$ cat config.mk
export PLATFORM = sky130hd
export DESIGN_NAME = sparkline_level_quantizer_flat
export DESIGN_NICKNAME = d
export VERILOG_FILES = /design/src/slq_pkg.sv /design/src/slq_if.sv /design/src/sparkline_level_quantizer.sv /design/src/flat_wrapper.sv
export SDC_FILE = /design/constraint.sdc
export NUM_CORES = 2
export LEC_CHECK = 0
export BUFFER_PORTS_ARGS = -buffer_cell sky130_fd_sc_hd__buf_2
export CORE_ASPECT_RATIO = 0.75
export CORE_UTILIZATION = 40
export DETAILED_ROUTE_END_ITERATION = 6
export GPL_TIMING_DRIVEN = 0
export SYNTH_ARGS = -nofsm -noshare
export SYNTH_HDL_FRONTEND = slang
export SYNTH_SLANG_ARGS = --single-unit
export TNS_END_PERCENT = 100
$ cat constraint.sdc
create_clock -name clk -period 9 [get_ports clk]
set_clock_uncertainty 0.05 [all_clocks]
set_input_delay 0.9 -clock clk [delete_from_list [all_inputs] [get_ports clk]]
set_output_delay 0.9 -clock clk [all_outputs]
set_load 0.02 [all_outputs]
$ cat src/slq_pkg.sv
// ----------------------------------------------------------------------------
// slq_pkg
// Shared types and constants for the sparkline level quantizer.
// ----------------------------------------------------------------------------
package slq_pkg;

  localparam int unsigned DATA_W          = 32;
  localparam int unsigned MAX_GLYPHS_DEF  = 64;
  localparam int unsigned MAX_SAMPLES_DEF = 64;

  // Input item kind
  typedef enum logic {
    KIND_GLYPH  = 1'b0,
    KIND_SAMPLE = 1'b1
  } kind_t;

  // Result status codes
  typedef enum logic [1:0] {
    STATUS_OK       = 2'd0,
    STATUS_NO_TABLE = 2'd1,
    STATUS_OVERFLOW = 2'd2
  } status_t;

  // Control sequencer states
  typedef enum logic [2:0] {
    S_IDLE,
    S_READ,
    S_OFFSET,
    S_MULT,
    S_DIV,
    S_GREAD,
    S_PUT,
    S_ERR
  } state_t;

endpackage

$ cat src/slq_if.sv
// ----------------------------------------------------------------------------
// slq_in_if / slq_out_if
// Valid/ready channels for input items and result items.
// ----------------------------------------------------------------------------
interface slq_in_if;
  logic                       valid;
  logic                       ready;
  logic                       kind;
  logic [slq_pkg::DATA_W-1:0] value;
  logic                       last;

  modport source (output valid, output kind, output value, output last, input ready);
  modport sink   (input valid, input kind, input value, input last, output ready);
endinterface

interface slq_out_if;
  logic                       valid;
  logic                       ready;
  logic [slq_pkg::DATA_W-1:0] glyph;
  logic                       last_res;
  logic [1:0]                 status;

  modport source (output valid, output glyph, output last_res, output status, input ready);
  modport sink   (input valid, input glyph, input last_res, input status, output ready);
endinterface

$ cat src/sparkline_level_quantizer.sv
// ----------------------------------------------------------------------------
// sparkline_level_quantizer
// Maps a buffered set of samples onto a table of glyph words.
// ----------------------------------------------------------------------------
// Glyph transactions and every sample but the last of a set are taken one per
// cycle while the block is idle. The last sample starts the emit pass: each
// buffered sample gives one result through sample read, offset, multiply,
// one restoring-divider step per index bit, glyph read and an output load
// that waits for a free output register; when all samples are equal the
// divide steps are skipped. An error set gives a single result, loaded once
// the output register is free. New input is taken as soon as the last result
// sits in the output register. Both stores are simple dual-port RAMs (one
// write port, one registered read port); no clearing pass runs after reset.
// ----------------------------------------------------------------------------
module sparkline_level_quantizer #(
  parameter int unsigned MAX_GLYPHS  = slq_pkg::MAX_GLYPHS_DEF,
  parameter int unsigned MAX_SAMPLES = slq_pkg::MAX_SAMPLES_DEF
) (
  input  logic      clk,
  input  logic      rst,
  slq_in_if.sink    items,
  slq_out_if.source results
);
  import slq_pkg::*;

  localparam int unsigned GW  = (MAX_GLYPHS > 1) ? $clog2(MAX_GLYPHS) : 1;
  localparam int unsigned GCW = $clog2(MAX_GLYPHS + 1);
  localparam int unsigned SW  = (MAX_SAMPLES > 1) ? $clog2(MAX_SAMPLES) : 1;
  localparam int unsigned SCW = $clog2(MAX_SAMPLES + 1);
  localparam int unsigned PW  = DATA_W + GW;
  localparam int unsigned DCW = $clog2(GW + 1);

  localparam logic [GCW-1:0]    GLYPH_FULL  = GCW'(MAX_GLYPHS);
  localparam logic [SCW-1:0]    SAMPLE_FULL = SCW'(MAX_SAMPLES);
  localparam logic [DATA_W-1:0] MIN_INIT    = '1;

  // Storage
  logic [DATA_W-1:0] glyph_mem  [MAX_GLYPHS];
  logic [DATA_W-1:0] sample_mem [MAX_SAMPLES];
  logic [DATA_W-1:0] g_rdata;
  logic [DATA_W-1:0] s_rdata;

  // Control and set state
  state_t            state, state_next;
  logic [GCW-1:0]    glyph_count;
  logic              table_loading;
  logic [SCW-1:0]    sample_count;
  logic [DATA_W-1:0] run_min;
  logic [DATA_W-1:0] run_max;
  logic              overflow_seen;
  logic [SCW-1:0]    emit_idx;
  status_t           err_status;

  // Datapath
  logic [DATA_W-1:0] span;
  logic [DATA_W-1:0] offset;
  logic [DATA_W-1:0] rem;
  logic [GW-1:0]     dlo;
  logic [GW-1:0]     quot;
  logic [DCW-1:0]    div_cnt;

  // Output register
  logic              out_vld;
  logic [DATA_W-1:0] out_glyph;
  logic              out_last;
  status_t           out_status;

  // Combinational helpers
  logic              acc;
  logic              is_sample;
  logic              g_start;
  logic [GCW-1:0]    g_idx;
  logic              g_room;
  logic              s_room;
  logic              ovf_now;
  logic              set_end;
  logic              set_err;
  logic [GW-1:0]     nm1;
  logic [PW-1:0]     product;
  logic [DATA_W:0]   trial;
  logic              ge;
  logic [SCW-1:0]    idx_inc;
  logic              is_final;
  logic              out_free;
  logic              load_out;

  assign items.ready = (state == S_IDLE);
  assign acc         = items.valid && items.ready;
  assign is_sample   = (items.kind == KIND_SAMPLE);

  assign g_start = !table_loading;
  assign g_idx   = g_start ? '0 : glyph_count;
  assign g_room  = (g_idx < GLYPH_FULL);
  assign s_room  = (sample_count < SAMPLE_FULL);
  assign ovf_now = overflow_seen || !s_room;
  assign set_end = acc && is_sample && items.last;
  assign set_err = ovf_now || (glyph_count == '0);

  assign nm1      = GW'(glyph_count - GCW'(1));
  assign product  = PW'(offset) * PW'(nm1);
  assign trial    = {rem, dlo[GW-1]};
  assign ge       = (trial >= {1'b0, span});
  assign idx_inc  = emit_idx + SCW'(1);
  assign is_final = (idx_inc == sample_count);
  assign out_free = !out_vld || results.ready;

  // Glyph store: write on glyph transactions, read at the computed level
  always_ff @(posedge clk) begin
    if (acc && !is_sample && g_room) begin
      glyph_mem[g_idx[GW-1:0]] <= items.value;
    end
    g_rdata <= glyph_mem[quot];
  end

  // Sample store: write on sample transactions, read at the emit index
  always_ff @(posedge clk) begin
    if (acc && is_sample && s_room) begin
      sample_mem[sample_count[SW-1:0]] <= items.value;
    end
    s_rdata <= sample_mem[emit_idx[SW-1:0]];
  end

  // State register
  always_ff @(posedge clk) begin
    if (rst) begin
      state <= S_IDLE;
    end else begin
      state <= state_next;
    end
  end

  // Next state and output load
  always_comb begin
    state_next = state;
    load_out   = 1'b0;
    case (state)
      S_IDLE: begin
        if (set_end) begin
          state_next = set_err ? S_ERR : S_READ;
        end
      end
      S_READ:   state_next = S_OFFSET;
      S_OFFSET: state_next = S_MULT;
      S_MULT: begin
        state_next = (span == '0) ? S_GREAD : S_DIV;
      end
      S_DIV: begin
        if (div_cnt == DCW'(1)) begin
          state_next = S_GREAD;
        end
      end
      S_GREAD:  state_next = S_PUT;
      S_PUT: begin
        if (out_free) begin
          load_out   = 1'b1;
          state_next = is_final ? S_IDLE : S_READ;
        end
      end
      S_ERR: begin
        if (out_free) begin
          load_out   = 1'b1;
          state_next = S_IDLE;
        end
      end
      default:  state_next = S_IDLE;
    endcase
  end

  // Table and set bookkeeping
  always_ff @(posedge clk) begin
    if (rst) begin
      glyph_count   <= '0;
      table_loading <= 1'b0;
      sample_count  <= '0;
      run_min       <= MIN_INIT;
      run_max       <= '0;
      overflow_seen <= 1'b0;
      emit_idx      <= '0;
      err_status    <= STATUS_OK;
    end else begin
      if (acc && !is_sample) begin
        glyph_count   <= g_room ? (g_idx + GCW'(1)) : g_idx;
        table_loading <= !items.last;
        if (!g_room) begin
          overflow_seen <= 1'b1;
        end
      end else if (acc) begin
        table_loading <= 1'b0;
        emit_idx      <= '0;
        if (items.last && set_err) begin
          // error set: report and drop the set right away
          err_status    <= ovf_now ? STATUS_OVERFLOW : STATUS_NO_TABLE;
          sample_count  <= '0;
          run_min       <= MIN_INIT;
          run_max       <= '0;
          overflow_seen <= 1'b0;
        end else if (s_room) begin
          sample_count <= sample_count + SCW'(1);
          if (items.value > run_max) begin
            run_max <= items.value;
          end
          if (items.value < run_min) begin
            run_min <= items.value;
          end
        end else begin
          overflow_seen <= 1'b1;
        end
      end

      // advance the emit pass; clear the set after its final result
      if (load_out && (state == S_PUT)) begin
        if (is_final) begin
          sample_count  <= '0;
          run_min       <= MIN_INIT;
          run_max       <= '0;
          overflow_seen <= 1'b0;
        end else begin
          emit_idx <= idx_inc;
        end
      end
    end
  end

  // Level datapath: offset, scale by N-1, restoring divide by span
  always_ff @(posedge clk) begin
    case (state)
      S_OFFSET: begin
        offset <= s_rdata - run_min;
        span   <= run_max - run_min;
      end
      S_MULT: begin
        rem     <= product[PW-1:GW];
        dlo     <= product[GW-1:0];
        div_cnt <= DCW'(GW);
        if (span == '0) begin
          quot <= nm1;
        end
      end
      S_DIV: begin
        rem     <= ge ? DATA_W'(trial - {1'b0, span}) : trial[DATA_W-1:0];
        quot    <= GW'({quot, ge});
        dlo     <= dlo << 1;
        div_cnt <= div_cnt - DCW'(1);
      end
      default: begin
      end
    endcase
  end

  // Output register
  always_ff @(posedge clk) begin
    if (rst) begin
      out_vld <= 1'b0;
    end else if (load_out) begin
      out_vld <= 1'b1;
    end else if (results.ready) begin
      out_vld <= 1'b0;
    end
  end

  always_ff @(posedge clk) begin
    if (load_out) begin
      if (state == S_ERR) begin
        out_glyph  <= '0;
        out_last   <= 1'b1;
        out_status <= err_status;
      end else begin
        out_glyph  <= g_rdata;
        out_last   <= is_final;
        out_status <= STATUS_OK;
      end
    end
  end

  assign results.valid    = out_vld;
  assign results.glyph    = out_glyph;
  assign results.last_res = out_last;
  assign results.status   = out_status;

endmodule

$ cat src/flat_wrapper.sv
// flat-port wrapper written by rule: the top's interface ports become plain ports
module sparkline_level_quantizer_flat import slq_pkg::*;
#(
  parameter int unsigned MAX_GLYPHS  = slq_pkg::MAX_GLYPHS_DEF,
  parameter int unsigned MAX_SAMPLES = slq_pkg::MAX_SAMPLES_DEF
)
  (clk, rst, items_valid, items_kind, items_value, items_last, items_ready, results_valid, results_glyph, results_last_res, results_status, results_ready);
  slq_in_if items_i ();
  slq_out_if results_i ();
  input  logic clk;
  input  logic rst;
  input wire logic [$bits(items_i.valid)-1:0] items_valid;
  input wire logic [$bits(items_i.kind)-1:0] items_kind;
  input wire logic [$bits(items_i.value)-1:0] items_value;
  input wire logic [$bits(items_i.last)-1:0] items_last;
  output wire logic [$bits(items_i.ready)-1:0] items_ready;
  output wire logic [$bits(results_i.valid)-1:0] results_valid;
  output wire logic [$bits(results_i.glyph)-1:0] results_glyph;
  output wire logic [$bits(results_i.last_res)-1:0] results_last_res;
  output wire logic [$bits(results_i.status)-1:0] results_status;
  input wire logic [$bits(results_i.ready)-1:0] results_ready;
  assign items_i.valid = items_valid;
  assign items_i.kind = items_kind;
  assign items_i.value = items_value;
  assign items_i.last = items_last;
  assign items_ready = items_i.ready;
  assign results_valid = results_i.valid;
  assign results_glyph = results_i.glyph;
  assign results_last_res = results_i.last_res;
  assign results_status = results_i.status;
  assign results_i.ready = results_ready;
  sparkline_level_quantizer #(.MAX_GLYPHS(MAX_GLYPHS), .MAX_SAMPLES(MAX_SAMPLES)) u_core (.clk(clk), .rst(rst), .items(items_i), .results(results_i));
endmodule
# Yosys cells after proc, flatten, opt, wreduce, memory -nomap -nowiden
# Memories as Yosys holds them, arrays and structs flattened. A register that Yosys moved wholly into a read port is not among the register bits.
# Cells that the tools add are included.
dict set report totals {
  ff_bits 239
  out_inout_bits 37
  n_memories 2
  ramBits 4096
}
dict set report op_classes {
  bitwise_logic 1
  n_reduce_logical 25
  multipliers 1
  n_addsub 8
  mux 58
  order_cmp 5
  eq_ne 14
}
# memory depth word_bits read_ports rd_ports_with_merged_regs write_ports line_no
set memory_table {}
lappend memory_table {u_core.glyph_mem 64 32 1 1 1 sparkline_level_quantizer.sv:38} ;# logic [DATA_W-1:0] glyph_mem [MAX_GLYPHS];
lappend memory_table {u_core.sample_mem 64 32 1 1 1 sparkline_level_quantizer.sv:39} ;# logic [DATA_W-1:0] sample_mem [MAX_SAMPLES];
# operator n
set ops {}
lappend ops {{32-bit two-way mux} 15}
lappend ops {{32-bit subtractor} 3}
lappend ops {{7-bit two-way mux} 12}
lappend ops {{32-bit one-hot mux with 2 select lines} 1}
lappend ops {{32-bit by 6-bit multiplier with 38-bit output} 1}
lappend ops {{33-bit by 32-bit greater-or-equal comparator with 1-bit output} 1}
lappend ops {{32-bit > comparator} 1}
lappend ops {{32-bit logical NOT} 1}
lappend ops {{32-bit < comparator} 1}
lappend ops {{3-bit one-hot mux with 8 select lines} 1}
lappend ops {{6-bit one-hot mux with 2 select lines} 2}
lappend ops {{7-bit by 1-bit adder with 7-bit output, second input constant} 3}
lappend ops {{1-bit two-way mux} 19}
lappend ops {{3-bit two-way mux} 5}
lappend ops {{7-bit < comparator, second input constant} 2}
lappend ops {{3-bit == test, second input constant} 4}
lappend ops {{1-bit logical AND} 8}
lappend ops {{2-bit by 1-bit != test with 1-bit output, second input constant} 4}
lappend ops {{7-bit == test} 1}
lappend ops {{7-bit logical NOT} 1}
lappend ops {{3-bit by 1-bit == test with 1-bit output, second input constant} 2}
lappend ops {{3-bit by 2-bit == test with 1-bit output, second input constant} 2}
lappend ops {{6-bit two-way mux} 1}
lappend ops {{3-bit one-hot mux with 2 select lines} 1}
lappend ops {{13 further kinds} 20}

# Logic depth before layout (Yosys ltp)
dict set report depth {
  depth_word 10
  mapped_depth 23
  mapped_depth_nobuf 20
}

# Least setup slack after synthesis
# No wires, ideal clock.
dict set report synth_path {
  kind {register to register}
  start {register u_core.state[1]}
  end {register u_core.offset[0], enable pin}
  arrival_ns 5.349
  path_slack_ns 3.023
  path_stages_with_launch 3
  path_cell_list {dfxtp_1 > clkbuf_1 > nor3b_1}
}
dict set report synth_between {
  elab_chain_len 1
}
# item line_no
set synth_rtl {}
lappend synth_rtl {{from (decl)} sparkline_level_quantizer.sv:44} ;# state_t state, state_next;
lappend synth_rtl {{from (signal assigned)} sparkline_level_quantizer.sv:128} ;# state <= state_next;
lappend synth_rtl {{3-bit by 2-bit == test with 1-bit output} sparkline_level_quantizer.sv:226} ;# case (state)
lappend synth_rtl {{to (signal assigned)} sparkline_level_quantizer.sv:228} ;# offset <= s_rdata - run_min;
lappend synth_rtl {{to (decl)} sparkline_level_quantizer.sv:56} ;# logic [DATA_W-1:0] offset;
# Every way passes these cells.
# A chain may end at the register's enable or synchronous reset.

# Worst setup path in the final report
dict set report layout_path {
  start {register u_core.glyph_count[0]}
  end {register u_core.rem[29], data pin}
}
dict set report layout_between {
  elab_chain_len 3
}
# item line_no
set layout_rtl {}
lappend layout_rtl {{from (decl)} sparkline_level_quantizer.sv:45} ;# logic [GCW-1:0] glyph_count;
lappend layout_rtl {{from (signal assigned)} sparkline_level_quantizer.sv:182} ;# glyph_count <= g_room ? (g_idx + GCW'(1)) : g_idx;
lappend layout_rtl {{6-bit by 1-bit subtractor with 6-bit output} sparkline_level_quantizer.sv:99} ;# assign nm1 = GW'(glyph_count - GCW'(1));
lappend layout_rtl {{32-bit by 6-bit multiplier with 38-bit output} sparkline_level_quantizer.sv:100} ;# assign product = PW'(offset) * PW'(nm1);
lappend layout_rtl {{32-bit one-hot mux with 2 select lines} sparkline_level_quantizer.sv:226}
lappend layout_rtl {{to (signal assigned)} sparkline_level_quantizer.sv:232} ;# rem <= product[PW-1:GW];
lappend layout_rtl {{to (signal assigned)} sparkline_level_quantizer.sv:240} ;# rem <= ge ? DATA_W'(trial - {1'b0, span}) : trial[DATA_W-1:0];
lappend layout_rtl {{to (decl)} sparkline_level_quantizer.sv:57} ;# logic [DATA_W-1:0] rem;
# Every way passes these cells.

==> impl_metrics.toml <==
[outcome]
outcome = "complete, no violations"

[synth]
synth_edf_count = 4242
synth_seq_cells = 4399
synth_nets = 8787
synthArstFlopShare = 0
synth_area_leader_cell = "edfxtp_1"
yosysTopAreaCellShare = 0.7139
ys_top_cells_by_area = "edfxtp_1 (71%), mux4_2 (17%), dfxtp_1 (1.8%)"
yosysMostFrequentCell = "edfxtp_1"
syn_avg_cell_area_um2 = 21.20
synthTopCellsByCount = "edfxtp_1 (4242), mux4_2 (1342), nor2_1 (325), inv_1 (269), clkbuf_1 (230)"
netlist_area_mm2 = 0.1784
synth_cells = 8416
seq_area_frac_synth = 0.7316
ys.flop_type = "edfxtp_1"
yosysUniqueCellTypes = 82
yosysWarnings = 0

[detailed_routing]
wire_per_inst_um = 31.83
vias_per_cell = 5.860
drc = 0
drt_wl_total_um = 488200
drt_pass1_iterations = 6
dr_total_vias = 89890
ant_nets = 0
drtIter0Drc = 12040

[grt]
grt_pass1_wl_um = 684100
grt_pass1_vias = 87980
overflow = 0
grt_max_degree = 104
grt_use_met2 = 0.3114
gr-usage-met3 = 0.05300
antenna_found_initial = 55
busiest_layer = "met1"
met1_usage = 0.3262
gr-usage-all-layers = 0.2142

[power_and_ir_drop]
p_int_mw = 39.56
power.switching_mw = 17.99
power_density_mw_per_mm2 = 281.2
seqPwrFrac = 0.411
pwr-share-comb = 0.286
clock_power_share = 0.303
p_sw_frac = 0.3126
worst_ir_drop_vdd_v = 0.0005908
leakagePower_nw = 64.70

[sta]
hold-worst-slack_ns = 0.1557
max_freq_mhz = 128.8
fin_crit_ns = 7.763
worst_pin_slew_ns = 1.476
slew_viol_final = 0
period_share = 0.8626
setup_viol = 0
timing.final.hold_violations = 0
rsz0062_at_grt = "false"
slew_headroom = 0.01614

[floorplan]
num_io_pins = 75
initial_core_util = 0.4016
dieArea_mm2 = 0.4488
fp.dieH_um = 580.4
rows = 212
fp.dieW_um = 773.2
core_mm2 = 0.4443

[cts]
postCtsSetupRepairBufs = 0
clk_pin_slew_ns = 0.07
clock-sinks = 4399
cts_max_path_buffers = 4
h-tree-depth = 5
ctsResizeCount = 0
cts_tree = "built"
clockRootBuffer = "clkbuf_16"
cts_made_buffers = 416
clkLatencyLatePin_ns = 1.08
postCtsHoldBufs = 0

[placement]
dpl.hpwl_um = 338200
io_buffers = 74
dp.cells = 14550
place.gp.congestion = 0.8772

[critical_path]
cp-start-kind = "flop"
max_stage_delay_ns = 0.80
cp_max_fo = 10
path_buf_inv = 4
cp_top_family = "adder cells"
cp_slowest_cell = "xor2_1"
crit_required_ns = 9.68
crit_arrival_ns = 8.44
timing.critical_path.cells = "inv_1, clkbuf_1, ha_1, xor2_1, clkbuf_1, nand2_1, fa_1, fa_1, fa_1, inv_1, ha_1, a21oi_1, o21ai_0, a221oi_1, o22ai_1, a311oi_1, nor2_1, a31oi_1, xor2_1, o21ai_0"
cp-end-kind = "flop"
path_class = "flop to flop"
cpMostUsedCell = "fa_1"

[run]
drv_cap = 0

[final_layout]
fill_cells = 36340
nets = 9456
drive_gt1_frac = 0.2621
syn_to_final_growth_pct = 14.71
instances_no_fill = 15340

[worst_hold_path]
min_path_type = "input pin to flop"
==> registers in the layout, summed over array words and instances (netlist names), 3 cells and up <==
| register | flops |
|---|---|
| u_core.glyph_mem | 2048 |
| u_core.sample_mem | 2048 |
| u_core.g_rdata | 32 |
| u_core.offset | 32 |
| u_core.rem | 32 |
| u_core.results.glyph | 32 |
| u_core.run_max | 32 |
| u_core.run_min | 32 |
| u_core.s_rdata | 32 |
| u_core.span | 32 |
| u_core.emit_idx | 7 |
| u_core.glyph_count | 7 |
| u_core.sample_count | 7 |
| u_core.dlo | 6 |
| u_core.quot | 6 |
| u_core.div_cnt | 3 |
| u_core.state | 3 |
==> metrics by stage <==
stage / util / TNS [ns] / area, um2 / setup slack, ns / power, mW
finish: 0.4607 / 0 / 204700 / 1.237 / 57.55
global route: 0.4605 / 0 / 204600 / 0.7438 / 60.15
CTS: 0.4605 / 0 / 204600 / 1.312 / 57.87
detailed placement: 0.4304 / 0 / 191200 / 1.355 / 40.50
global placement: 0.4190 / -36.22 / 186200 / -1.141 / 40.30
floorplan: - / 0 / 178400 / 3.023 / 35.08
==> area by class of cell <==
cell class / instances / area (um2) / share of cell area
Timing Repair Buffer: 251 / 4436 / 0.02167
Sequential cell: 4399 / 130500 / 0.6377
Tap cell: 5885 / 7363 / 0.03598
Multi-Input combinational cell: 3337 / 46150 / 0.2255
Antenna cell: 27 / 67.56 / 0.0003301
Inverter: 269 / 1010 / 0.004933
Buffer: 411 / 1729 / 0.008449
Clock inverter: 237 / 2318 / 0.01133
Clock buffer: 523 / 11070 / 0.05410
==> cells by family (layout without fill, tap and decap cells) <==
| logic type | Yosys count | count (layout) | synth area share |
|---|---|---|---|
| xor+xnor | 121 | 121 | 0.006094 |
| mux | 1395 | 1395 | 0.1724 |
| buf+inv | 680 | 1691 | 0.01526 |
| compound gates | 548 | 548 | 0.02057 |
| simple gates | 940 | 940 | 0.02555 |
| other cells | 0 | 27 | 0 |
| flops | 4399 | 4399 | 0.7316 |
| fa+ha+maj | 333 | 333 | 0.02857 |
==> cell usage in the layout (no fill, tap or decap), types with 27 or more instances in the layout <==
cell type	synthesis	routed
mux4_2	1342	1342
bufinv_16	0	34
nor3_1	34	34
nand4_1	32	32
inv_1	269	269
clkbuf_1	230	307
clkbuf_16	0	423
xnor2_1	74	74
mux2i_1	50	50
o21ai_0	94	92
xor2_1	45	45
buf_2	124	168
nor2_4	0	127
a21oi_1	143	143
nand2_1	196	196
buf_6	1	28
fa_1	124	124
buf_12	0	95
nand2b_1	50	50
dfxtp_1	157	157
nand3_1	44	44
a22o_1	35	35
ha_1	209	209
clkinv_1	0	94
diode_2	0	27
and2_1	48	48
o211ai_1	27	27
buf_16	0	66
clkinv_2	0	69
nor2_1	325	198
buf_1	54	52
edfxtp_1	4242	4242
nor2b_1	121	121
a21o_1	81	81
==> power by group through the flow <==
stage,Sequential [mW],Clock (mW),Combinational [mW]
after floorplan,24.0,0,11.1
after global placement,24.1,0,16.2
after detailed placement,24.1,0,16.4
after CTS,23.6,17.7,16.5
after global routing,23.7,18.5,18.0
final,23.7,17.4,16.5
==> path summary, 6_finish.rpt <==
path	from	cells past startpoint	slack [ns]	to
max	u_core.glyph_count[0]$_SDFFE_PP0P_	20	1.24	u_core.rem[29]$_DFFE_PP_
min	items_value[6]	1	0.16	u_core.sample_mem[59][6]$_DFFE_PP_
min reg2reg	u_core.err_status[1]$_SDFFE_PP0P_	2	0.44	u_core.err_status[1]$_SDFFE_PP0P_
max reg2reg	u_core.glyph_count[0]$_SDFFE_PP0P_	20	1.24	u_core.rem[29]$_DFFE_PP_
==> routing by layer <==
layer	up-vias	routed length, um
li1	36240	-
met1	48600	210500
met2	4371	213700
met3	654	52140
met4	24	11670
met5	-	149
Power figures use the tool's default switching activity.
